## config.mk

```make
export PLATFORM = sky130hd
export DESIGN_NAME = multichannel_fir_filter
export DESIGN_NICKNAME = d
export VERILOG_FILES = /design/src/mcfir_pkg.sv /design/src/mcfir_ram.sv /design/src/mcfir_dp.sv /design/src/mcfir_ctrl.sv /design/src/multichannel_fir_filter.sv
export SDC_FILE = /design/constraint.sdc
export NUM_CORES = 2
export LEC_CHECK = 0
export BUFFER_PORTS_ARGS = -buffer_cell sky130_fd_sc_hd__buf_4
export CORE_ASPECT_RATIO = 1.75
export CORE_MARGIN = 2
export CORE_UTILIZATION = 25
export DETAILED_ROUTE_END_ITERATION = 8
export GPL_TIMING_DRIVEN = 0
export PLACE_DENSITY_LB_ADDON = 0.05
export SYNTH_ARGS = -nofsm -noshare
export SYNTH_HDL_FRONTEND = slang
export SYNTH_HIERARCHICAL = 1
export SYNTH_SLANG_ARGS = --single-unit
export TNS_END_PERCENT = 100
```

## constraint.sdc

```tcl
create_clock -name clk -period 14.18 [get_ports clk]
set_clock_uncertainty 0.2 [all_clocks]
set_input_delay 0.709 -clock clk [delete_from_list [all_inputs] [get_ports clk]]
set_output_delay 0.709 -clock clk [all_outputs]
set_load 0.02 [all_outputs]
```

## src/mcfir_pkg.sv

```systemverilog
// Shared constants and controller-to-datapath command type for the multichannel FIR filter.
package mcfir_pkg;

  localparam int NUM_TAPS_DEF     = 64;
  localparam int MAX_CHANNELS_DEF = 2;

  localparam int SAMPLE_W    = 16;
  localparam int COEF_W      = 16;
  localparam int COEF_IDX_W  = 6;
  localparam int TAPS_W      = 7;
  localparam int CHANS_W     = 2;
  localparam int CFG_IDX_W   = 2;
  localparam int CFG_DATA_W  = 7;
  localparam int PROD_W      = SAMPLE_W + COEF_W;
  localparam int FRAC_BITS   = 15;

  localparam logic [CFG_IDX_W-1:0] CFG_TAPS_IN_USE  = 2'd0;
  localparam logic [CFG_IDX_W-1:0] CFG_NUM_CHANNELS = 2'd1;

  localparam logic [TAPS_W-1:0]  TAPS_RESET  = 7'd64;
  localparam logic [CHANS_W-1:0] CHANS_RESET = 2'd2;

  localparam logic REQ_SAMPLE = 1'b0;
  localparam logic REQ_LOAD   = 1'b1;

  typedef struct packed {
    logic clr_we;
    logic start;
    logic stereo;
    logic coef_we;
    logic rd_en;
    logic s1_v;
    logic s1_first;
    logic s2_v;
    logic load_out;
  } cmd_t;

endpackage

```

## src/mcfir_ram.sv

```systemverilog
// Generic single-write, single-read RAM with registered read data.
module mcfir_ram #(
  parameter int WIDTH = 16,
  parameter int DEPTH = 64,
  localparam int AW = (DEPTH > 1) ? $clog2(DEPTH) : 1
) (
  input  logic             clk,
  input  logic             we,
  input  logic [AW-1:0]    waddr,
  input  logic [WIDTH-1:0] wdata,
  input  logic             re,
  input  logic [AW-1:0]    raddr,
  output logic [WIDTH-1:0] rdata
);

  logic [WIDTH-1:0] mem [DEPTH];

  always_ff @(posedge clk) begin
    if (we) begin
      mem[waddr] <= wdata;
    end
    if (re) begin
      rdata <= mem[raddr];
    end
  end

endmodule

```

## src/mcfir_dp.sv

```systemverilog
// Datapath: history and coefficient RAMs, per-lane multiply, truncate and accumulate, output register.
module mcfir_dp #(
  parameter int NUM_TAPS     = mcfir_pkg::NUM_TAPS_DEF,
  parameter int MAX_CHANNELS = mcfir_pkg::MAX_CHANNELS_DEF,
  localparam int AW = (NUM_TAPS > 1) ? $clog2(NUM_TAPS) : 1
) (
  input  logic                                  clk,
  input  mcfir_pkg::cmd_t                       cmd,
  input  logic [AW-1:0]                         rd_addr,
  input  logic [AW-1:0]                         wr_addr,
  input  logic [mcfir_pkg::COEF_IDX_W-1:0]      in_coef_index,
  input  logic signed [mcfir_pkg::COEF_W-1:0]   in_coef_value,
  input  logic signed [mcfir_pkg::SAMPLE_W-1:0] in_sample_left,
  input  logic signed [mcfir_pkg::SAMPLE_W-1:0] in_sample_right,
  output logic signed [mcfir_pkg::SAMPLE_W-1:0] out_filtered_left,
  output logic signed [mcfir_pkg::SAMPLE_W-1:0] out_filtered_right
);
  import mcfir_pkg::*;

  localparam int HW = SAMPLE_W * MAX_CHANNELS;

  logic                hist_we;
  logic [HW-1:0]       hist_wdata;
  logic [HW-1:0]       hist_rdata;
  logic [COEF_W-1:0]   coef_rdata;
  logic                stereo_r;

  logic signed [SAMPLE_W-1:0] samp_r  [MAX_CHANNELS];
  logic signed [SAMPLE_W-1:0] carry_r [MAX_CHANNELS];
  logic signed [PROD_W-1:0]   prod_r  [MAX_CHANNELS];
  logic [SAMPLE_W-1:0]        acc_r   [MAX_CHANNELS];

  assign hist_we = cmd.clr_we || cmd.s1_v;

  mcfir_ram #(.WIDTH(HW), .DEPTH(NUM_TAPS)) u_hist_ram (
    .clk   (clk),
    .we    (hist_we),
    .waddr (wr_addr),
    .wdata (hist_wdata),
    .re    (cmd.rd_en),
    .raddr (rd_addr),
    .rdata (hist_rdata)
  );

  mcfir_ram #(.WIDTH(COEF_W), .DEPTH(NUM_TAPS)) u_coef_ram (
    .clk   (clk),
    .we    (cmd.coef_we),
    .waddr (AW'(in_coef_index)),
    .wdata (in_coef_value),
    .re    (cmd.rd_en),
    .raddr (rd_addr),
    .rdata (coef_rdata)
  );

  always_ff @(posedge clk) begin
    if (cmd.start) begin
      stereo_r <= cmd.stereo;
    end
  end

  for (genvar c = 0; c < MAX_CHANNELS; c++) begin : g_lane
    logic signed [SAMPLE_W-1:0] samp_in;
    logic signed [SAMPLE_W-1:0] old_val;
    logic signed [SAMPLE_W-1:0] cur;
    logic signed [PROD_W-1:0]   prod;
    logic [SAMPLE_W-1:0]        quo;
    logic                       lane_on;

    assign samp_in = (c == 0) ? in_sample_left : in_sample_right;
    assign old_val = hist_rdata[SAMPLE_W*c +: SAMPLE_W];
    assign lane_on = (c == 0) || stereo_r;
    assign cur     = cmd.s1_first ? samp_r[c] : carry_r[c];
    assign prod    = cur * $signed(coef_rdata);
    assign quo     = prod_r[c][PROD_W-2:FRAC_BITS]
                   + SAMPLE_W'(prod_r[c][PROD_W-1] && (|prod_r[c][FRAC_BITS-1:0]));

    always_comb begin
      if (cmd.clr_we) begin
        hist_wdata[SAMPLE_W*c +: SAMPLE_W] = '0;
      end else if (lane_on) begin
        hist_wdata[SAMPLE_W*c +: SAMPLE_W] = cur;
      end else begin
        hist_wdata[SAMPLE_W*c +: SAMPLE_W] = old_val;
      end
    end

    always_ff @(posedge clk) begin
      if (cmd.start) begin
        samp_r[c] <= samp_in;
      end
      if (cmd.s1_v) begin
        carry_r[c] <= old_val;
        prod_r[c]  <= prod;
      end
      if (cmd.start) begin
        acc_r[c] <= '0;
      end else if (cmd.s2_v) begin
        acc_r[c] <= acc_r[c] + quo;
      end
    end
  end

  always_ff @(posedge clk) begin
    if (cmd.load_out) begin
      out_filtered_left <= acc_r[0];
      if ((MAX_CHANNELS > 1) && stereo_r) begin
        out_filtered_right <= acc_r[MAX_CHANNELS-1];
      end else begin
        out_filtered_right <= '0;
      end
    end
  end

endmodule

```

## src/mcfir_ctrl.sv

```systemverilog
// Controller: configuration registers, clearing pass, tap sequencer and handshakes.
module mcfir_ctrl #(
  parameter int NUM_TAPS     = mcfir_pkg::NUM_TAPS_DEF,
  parameter int MAX_CHANNELS = mcfir_pkg::MAX_CHANNELS_DEF,
  localparam int AW = (NUM_TAPS > 1) ? $clog2(NUM_TAPS) : 1
) (
  input  logic                                clk,
  input  logic                                rst_n,
  input  logic                                in_valid,
  output logic                                in_stall,
  input  logic                                in_req_type,
  input  logic [mcfir_pkg::COEF_IDX_W-1:0]    in_coef_index,
  output logic                                out_valid,
  input  logic                                out_stall,
  input  logic                                cfg_valid,
  output logic                                cfg_ready,
  input  logic [mcfir_pkg::CFG_IDX_W-1:0]     cfg_index,
  input  logic [mcfir_pkg::CFG_DATA_W-1:0]    cfg_data,
  output mcfir_pkg::cmd_t                     cmd,
  output logic [AW-1:0]                       rd_addr,
  output logic [AW-1:0]                       wr_addr
);
  import mcfir_pkg::*;

  localparam int CW   = $clog2(NUM_TAPS + 1);
  localparam int CMPW = (CW > TAPS_W) ? CW : TAPS_W;
  localparam int IXW  = (CW > COEF_IDX_W) ? CW : COEF_IDX_W;

  localparam logic [2:0] ST_CLEAR = 3'd0;
  localparam logic [2:0] ST_IDLE  = 3'd1;
  localparam logic [2:0] ST_RUN   = 3'd2;
  localparam logic [2:0] ST_DRAIN = 3'd3;
  localparam logic [2:0] ST_DONE  = 3'd4;

  logic [2:0]         state_r, state_nxt;
  logic [AW-1:0]      cnt_r, cnt_nxt;
  logic [TAPS_W-1:0]  taps_r;
  logic [CHANS_W-1:0] chans_r;
  logic               out_valid_r, out_valid_nxt;
  logic               s1_v_r, s1_first_r, s2_v_r;
  logic [AW-1:0]      s1_addr_r;

  logic [CMPW-1:0]    taps_ext;
  logic [CW-1:0]      taps_eff;
  logic               stereo;
  logic               run_last;
  logic               clr_last;
  logic               in_acc;
  logic               out_free;

  assign cfg_ready = 1'b1;

  always_ff @(posedge clk) begin
    if (!rst_n) begin
      taps_r  <= TAPS_RESET;
      chans_r <= CHANS_RESET;
    end else if (cfg_valid) begin
      unique case (cfg_index)
        CFG_TAPS_IN_USE:  taps_r  <= cfg_data[TAPS_W-1:0];
        CFG_NUM_CHANNELS: chans_r <= cfg_data[CHANS_W-1:0];
        default: ;
      endcase
    end
  end

  assign taps_ext = CMPW'(taps_r);
  always_comb begin
    if (taps_ext == '0) begin
      taps_eff = CW'(1);
    end else if (taps_ext > CMPW'(NUM_TAPS)) begin
      taps_eff = CW'(NUM_TAPS);
    end else begin
      taps_eff = CW'(taps_ext);
    end
  end

  assign stereo   = (MAX_CHANNELS > 1) && (chans_r >= CHANS_W'(2));
  assign run_last = (CW'(cnt_r) == taps_eff - CW'(1));
  assign clr_last = (CW'(cnt_r) == CW'(NUM_TAPS - 1));
  assign in_stall = (state_r != ST_IDLE);
  assign in_acc   = in_valid && !in_stall;
  assign out_free = !out_valid_r || !out_stall;
  assign out_valid = out_valid_r;

  always_comb begin
    state_nxt     = state_r;
    cnt_nxt       = cnt_r;
    out_valid_nxt = out_valid_r && out_stall;
    cmd           = '0;
    cmd.stereo    = stereo;
    cmd.s1_v      = s1_v_r;
    cmd.s1_first  = s1_first_r;
    cmd.s2_v      = s2_v_r;
    rd_addr       = cnt_r;
    wr_addr       = s1_addr_r;
    unique case (state_r)
      ST_CLEAR: begin
        cmd.clr_we = 1'b1;
        wr_addr    = cnt_r;
        cnt_nxt    = cnt_r + AW'(1);
        if (clr_last) begin
          cnt_nxt   = '0;
          state_nxt = ST_IDLE;
        end
      end
      ST_IDLE: begin
        if (in_acc) begin
          if (in_req_type == REQ_LOAD) begin
            cmd.coef_we = (IXW'(in_coef_index) < IXW'(NUM_TAPS));
          end else begin
            cmd.start = 1'b1;
            cnt_nxt   = '0;
            state_nxt = ST_RUN;
          end
        end
      end
      ST_RUN: begin
        cmd.rd_en = 1'b1;
        cnt_nxt   = cnt_r + AW'(1);
        if (run_last) begin
          cnt_nxt   = '0;
          state_nxt = ST_DRAIN;
        end
      end
      ST_DRAIN: begin
        if (!s1_v_r && !s2_v_r) begin
          state_nxt = ST_DONE;
        end
      end
      ST_DONE: begin
        if (out_free) begin
          cmd.load_out  = 1'b1;
          out_valid_nxt = 1'b1;
          state_nxt     = ST_IDLE;
        end
      end
      default: state_nxt = ST_IDLE;
    endcase
  end

  always_ff @(posedge clk) begin
    if (!rst_n) begin
      state_r     <= ST_CLEAR;
      cnt_r       <= '0;
      out_valid_r <= 1'b0;
      s1_v_r      <= 1'b0;
      s2_v_r      <= 1'b0;
    end else begin
      state_r     <= state_nxt;
      cnt_r       <= cnt_nxt;
      out_valid_r <= out_valid_nxt;
      s1_v_r      <= cmd.rd_en;
      s2_v_r      <= s1_v_r;
    end
  end

  always_ff @(posedge clk) begin
    if (cmd.rd_en) begin
      s1_addr_r  <= cnt_r;
      s1_first_r <= (cnt_r == '0);
    end
  end

  a_out_after_done: assert property (@(posedge clk) disable iff (!rst_n)
    $rose(out_valid_r) |-> ($past(state_r) == ST_DONE))
    else $error("result raised outside of finish state");

  a_pipe_advance: assert property (@(posedge clk) disable iff (!rst_n)
    s1_v_r |=> s2_v_r)
    else $error("product stage did not follow read stage");

  a_read_in_range: assert property (@(posedge clk) disable iff (!rst_n)
    cmd.rd_en |-> (CW'(cnt_r) < taps_eff))
    else $error("tap read beyond active tap count");

  a_done_empty: assert property (@(posedge clk) disable iff (!rst_n)
    (state_r == ST_DONE) |-> (!s1_v_r && !s2_v_r))
    else $error("finish reached with taps still in flight");

endmodule

```

## src/multichannel_fir_filter.sv

```systemverilog
// Top level of the two-lane direct-form FIR filter with a shared coefficient table.
//
//   channel | direction | handshake        | payload
//   in_     | input     | in_valid/stall   | req_type, coef_index, coef_value, samples
//   out_    | output    | out_valid/stall  | filtered_left, filtered_right
//   cfg_    | input     | cfg_valid/ready  | cfg_index, cfg_data
//
// A coefficient load gives no result.
// A sample frame walks the active taps (up to NUM_TAPS) one tap per cycle through the
// history and coefficient RAM read ports.
// After reset the history RAM is cleared while in_stall is high.
// A finished result waits in the output register; a new frame is taken meanwhile and
// holds in its finish state only if the previous result is still stalled.
module multichannel_fir_filter #(
  parameter int NUM_TAPS     = mcfir_pkg::NUM_TAPS_DEF,
  parameter int MAX_CHANNELS = mcfir_pkg::MAX_CHANNELS_DEF
) (
  input  logic                                  clk,
  input  logic                                  rst_n,
  input  logic                                  in_valid,
  output logic                                  in_stall,
  input  logic                                  in_req_type,
  input  logic [mcfir_pkg::COEF_IDX_W-1:0]      in_coef_index,
  input  logic signed [mcfir_pkg::COEF_W-1:0]   in_coef_value,
  input  logic signed [mcfir_pkg::SAMPLE_W-1:0] in_sample_left,
  input  logic signed [mcfir_pkg::SAMPLE_W-1:0] in_sample_right,
  output logic                                  out_valid,
  input  logic                                  out_stall,
  output logic signed [mcfir_pkg::SAMPLE_W-1:0] out_filtered_left,
  output logic signed [mcfir_pkg::SAMPLE_W-1:0] out_filtered_right,
  input  logic                                  cfg_valid,
  output logic                                  cfg_ready,
  input  logic [mcfir_pkg::CFG_IDX_W-1:0]       cfg_index,
  input  logic [mcfir_pkg::CFG_DATA_W-1:0]      cfg_data
);
  import mcfir_pkg::*;

  localparam int AW = (NUM_TAPS > 1) ? $clog2(NUM_TAPS) : 1;

  cmd_t          cmd;
  logic [AW-1:0] rd_addr;
  logic [AW-1:0] wr_addr;

  mcfir_ctrl #(.NUM_TAPS(NUM_TAPS), .MAX_CHANNELS(MAX_CHANNELS)) u_ctrl (
    .clk           (clk),
    .rst_n         (rst_n),
    .in_valid      (in_valid),
    .in_stall      (in_stall),
    .in_req_type   (in_req_type),
    .in_coef_index (in_coef_index),
    .out_valid     (out_valid),
    .out_stall     (out_stall),
    .cfg_valid     (cfg_valid),
    .cfg_ready     (cfg_ready),
    .cfg_index     (cfg_index),
    .cfg_data      (cfg_data),
    .cmd           (cmd),
    .rd_addr       (rd_addr),
    .wr_addr       (wr_addr)
  );

  mcfir_dp #(.NUM_TAPS(NUM_TAPS), .MAX_CHANNELS(MAX_CHANNELS)) u_dp (
    .clk                (clk),
    .cmd                (cmd),
    .rd_addr            (rd_addr),
    .wr_addr            (wr_addr),
    .in_coef_index      (in_coef_index),
    .in_coef_value      (in_coef_value),
    .in_sample_left     (in_sample_left),
    .in_sample_right    (in_sample_right),
    .out_filtered_left  (out_filtered_left),
    .out_filtered_right (out_filtered_right)
  );

endmodule
```

==> impl_metrics.py <==
metrics = {
    "outcome": {
        "status": "finished, violations left",
        "violations": "capacitance limit, slew limit",
    },
    "drt": {
        "routedWlPerCell_microns": 35.6,
        "wl_microns": 605000,
        "drc_errors": 0,
        "drtPass1Iterations": 7,
        "vias_per_cell": 4.62,
        "via_count": 78700,
        "drt_iter0_markers": 5886,
        "drt.antenna.violating_nets": 0,
    },
    "sta": {
        "period_needed_ns": 9.63,
        "final-setup-viol-count": 0,
        "hold_viol": 0,
        "rsz0062_at_grt": "no",
        "fmax_ghz": 0.104,
        "finalSetupTns_ns": 0,
        "drv_slew": 7,
        "worst_pin_slew_ns": 1.67,
        "final.period_utilization_pct": 67.9,
        "maxSlewHeadroom_pct": -14.5,
    },
    "power": {
        "clkPwrFrac_pct": 23.8,
        "comb_power_share_pct": 45.7,
        "irDropWorstVdd_mv": 0.340,
        "sw_frac_of_total_pct": 39.4,
        "intPower_mw": 24.3,
        "p_per_area_nw_per_um2": 226,
        "seq_power_share_pct": 30.5,
        "leakagePower_nw": 58.5,
        "p_switching_mw": 15.8,
    },
    "finish": {
        "syn_to_final_growth_pct": 19.6,
        "finalNetCount": 9630,
        "layout-drive-gt1-share_pct": 23.1,
        "post-route-cell-area_sq_um": 178000,
        "stdcell_count": 17000,
        "n_fill_cell": 58400,
    },
    "placed_design": {
        "gp_congestion": 0.818,
        "placed_area_sq_um": 166000,
        "dp_hpwl_microns": 449000,
        "place_inst": 16300,
        "io_buffers": 97,
    },
    "global_routing": {
        "grt_max_degree": 70,
        "grt_pass1_wl_microns": 802000,
        "grt-ovfl-total": 0,
        "grt_usage_pct": 20.0,
        "antenna_found_initial": 33,
        "grt_pass1_vias": 85600,
    },
    "synth": {
        "ys.flop_type": "edfxtp_1",
        "synth_area_per_cell_sq_um": 18.5,
        "syn_nets": 8837,
        "synth_top_area_cell": "edfxtp_1",
        "synth_cell_type_count": 93,
        "syn_area_sq_um": 149000,
        "synth_edf_count": 3320,
        "ys_ff_latch": 3340,
        "synth.top_cells.by_area": "edfxtp_1 (67%), mux4_2 (12%), fa_1 (7.1%)",
        "syn_inst": 8045,
        "ys_seq_area_share_pct": 67.4,
        "synth_warnings": 6,
        "synth_top_area_share_pct": 67.1,
        "async_reset_ff_share_pct": 0,
    },
    "worst_setup_path": {
        "ff2ff_path_depth": 24,
        "end_kind": "register",
        "worstPathRequired_ns": 14.71,
        "rrSetupSlack_ns": 4.55,
        "critical_path_class": "reg -> reg",
        "critPathMaxFanout": 10,
        "cp-start-kind": "register",
        "reg2reg_from": "u_ctrl/s1_first_r$_DFFE_PP_",
        "r2r_end": "u_dp/prod_r[0][30]$_DFFE_PP_",
        "arrival_ns": 10.16,
    },
    "clock_network": {
        "clk_pin_slew_ns": 0.06,
        "postCtsSetupRepairBufs": 0,
        "insertion_delay_ns": 1.03,
        "cts_tree": "built",
        "clockRootBuffer": "clkbuf_16",
        "cts_buffer_depth": 5,
        "cts.sinks": 3340,
        "htreeDepth": 5,
        "cts_buffers": 370,
    },
    "min_path": {
        "whs_endpoint": "u_dp/u_coef_ram/mem[30][7]$_DFFE_PP_",
        "hp-start": "in_coef_value[7]",
        "hold_depth": 1,
        "hold_path.class": "in -> reg",
    },
    "floorplanning": {
        "rows": 374,
        "start_util_pct": 25.1,
        "dieArea_sq_um": 601000,
        "die_x_microns": 587,
        "die_h_microns": 1020,
        "core_sq_um": 592000,
        "io_pins": 104,
    },
    "flow_run": {
        "cap_violations": 3,
    },
}
-- metal layers --
metal | GRT usage, % | up-vias | part of all wire, %
li1 | - | 32600 | -
met1 | 20.4 | 43600 | 34
met2 | 40.7 | 1813 | 58
met3 | 2.14 | 683 | 3.1
met4 | 7.70 | 10 | 4.3
met5 | 0 | - | 0.0097
-- logic make-up after synthesis --
kind of cell               count (synthesis)  share of synthesized area [%]
AOI/OAI and AO/OA                        581                           2.69
xor gates and xnor gates                  96                          0.566
adders and majority gates                723                           8.76
buffers and inverters                   1009                           2.94
DFF                                     3340                           67.4
muxes                                   1031                           13.5
other                                      1                        0.00252
and+or+nand+nor                         1264                           4.18
-- per-stage QoR --
stage	setup slack [ns]	total power [mW]	utilization (%)	hold WS, ns
floorplan	6.81	23.6	-	0.200
global placement	1.52	30.9	26.9	0.213
detailed placement	4.51	31.3	28.0	0.206
CTS	4.45	41.1	30.0	0.0232
global route	4.28	42.5	30.0	0.0714
finish	4.55	40.1	30.0	0.0695
-- registers in the layout (all words and copies together), names as in the netlist, 3 cells and up --
name and count:
u_dp/u_hist_ram/mem 2048, u_ctrl/taps_ext 7, u_ctrl/rd_addr 6, u_dp/carry_r 32, u_ctrl/state_r 3, u_dp/prod_r 64
u_dp/acc_r 32, u_dp/out_filtered_right 16, u_dp/u_coef_ram/rdata 16, u_dp/samp_r 32, u_dp/u_coef_ram/mem 1024, u_ctrl/s1_addr_r 6
u_dp/u_hist_ram/rdata 32, u_dp/out_filtered_left 16
-- worst max-delay path, stage by stage, from the launching register on --
cell	delay [ns]
edfxtp_1	0.33
buf_4	0.23
clkbuf_1	0.50
buf_2	0.39
mux2_2	0.52
clkbuf_1	0.70
nand2_1	0.16
fa_1	0.50
fa_1	0.62
fa_1	0.56
inv_1	0.06
fa_1	0.49
fa_1	0.51
inv_1	0.05
fa_1	0.48
inv_1	0.05
ha_1	0.38
a2111oi_4	0.39
o21ai_1	0.11
a311o_1	0.35
a31oi_1	0.68
nand3b_1	0.30
a31o_2	0.25
nand2_1	0.10
o311ai_1	0.41
-- synth_stat cells, types with 43 or more instances --
| library cell | n |
|---|---|
| inv_1 | 611 |
| mux4_2 | 764 |
| o22ai_1 | 87 |
| o21ai_0 | 43 |
| nand2_1 | 381 |
| mux2_2 | 63 |
| buf_4 | 45 |
| nor2_1 | 299 |
| a22oi_1 | 52 |
| fa_1 | 528 |
| and2_1 | 247 |
| a21oi_1 | 152 |
| edfxtp_1 | 3320 |
| buf_2 | 97 |
| xnor2_1 | 69 |
| clkbuf_1 | 197 |
| nand3_1 | 50 |
| nor2b_1 | 97 |
| ha_1 | 195 |
| mux2i_1 | 200 |
-- worst max-delay path by stage --
stage | from | endpoint | slack (ns) | depth (start not counted)
2_1_floorplan | u_ctrl/s1_first_r$_DFFE_PP_ | u_dp/prod_r[0][31]$_DFFE_PP_ | 6.81 | 25
3_3_place_gp | u_ctrl/s1_first_r$_DFFE_PP_ | u_dp/u_hist_ram/mem[14][16]$_DFFE_PP_ | 1.52 | 4
3_5_place_dp | u_ctrl/s1_first_r$_DFFE_PP_ | u_dp/prod_r[0][30]$_DFFE_PP_ | 4.51 | 24
4_1_cts | u_ctrl/s1_first_r$_DFFE_PP_ | u_dp/prod_r[0][30]$_DFFE_PP_ | 4.45 | 24
5_1_grt | u_ctrl/s1_first_r$_DFFE_PP_ | u_dp/prod_r[0][30]$_DFFE_PP_ | 4.28 | 24
6_report | u_ctrl/s1_first_r$_DFFE_PP_ | u_dp/prod_r[0][30]$_DFFE_PP_ | 4.55 | 24
-- power groups by stage --
stage          combinational [mW]  sequential [mW]  clock, mW
5_1_grt                      20.0             12.3       10.1
4_1_cts                      19.0             12.3       9.86
6_report                     18.3             12.3       9.54
3_5_place_dp                 18.8             12.5          0
2_1_floorplan                11.1             12.5          0
3_3_place_gp                 18.3             12.7          0
-- cell usage in the layout, fill, tap and decap left out, types with 45 or more instances in the layout --
cell type	netlist	layout
nand2_1	381	381
nor2_2	2	55
ha_1	195	195
fa_1	528	528
nor2_4	0	78
and2_1	247	247
buf_4	45	145
buf_12	5	154
buf_8	3	56
xnor2_1	69	69
clkinv_1	0	78
clkbuf_1	197	253
buf_6	22	47
clkbuf_16	0	378
o22ai_1	87	85
a22oi_1	52	52
mux4_2	764	764
buf_16	0	49
nor2b_1	97	84
mux2_2	63	63
dlygate4sd3_1	0	45
inv_1	611	610
nor2_1	299	168
edfxtp_1	3320	3320
a21oi_1	152	143
clkinv_2	0	59
nand3_1	50	50
mux2i_1	200	188
buf_2	97	100
-- layout make-up --
cell class | instances | area, sq um | share of cell area, %
Sequential cell | 3340 | 100000 | 56.3
Multi-Input combinational cell | 3696 | 45200 | 25.4
Tap cell | 7896 | 9880 | 5.56
Clock buffer | 453 | 9740 | 5.48
Timing Repair Buffer | 421 | 6610 | 3.72
Inverter | 611 | 2300 | 1.29
Buffer | 398 | 2100 | 1.18
Clock inverter | 189 | 1730 | 0.971
Antenna cell | 16 | 40.0 | 0.0225
-- repair_timing --
action                    4_1_cts  5_1_grt
hold endpoints to repair       52        0
resized for setup               0        0
hold buffers                   45        0
(Power assumes the default switching activity.)
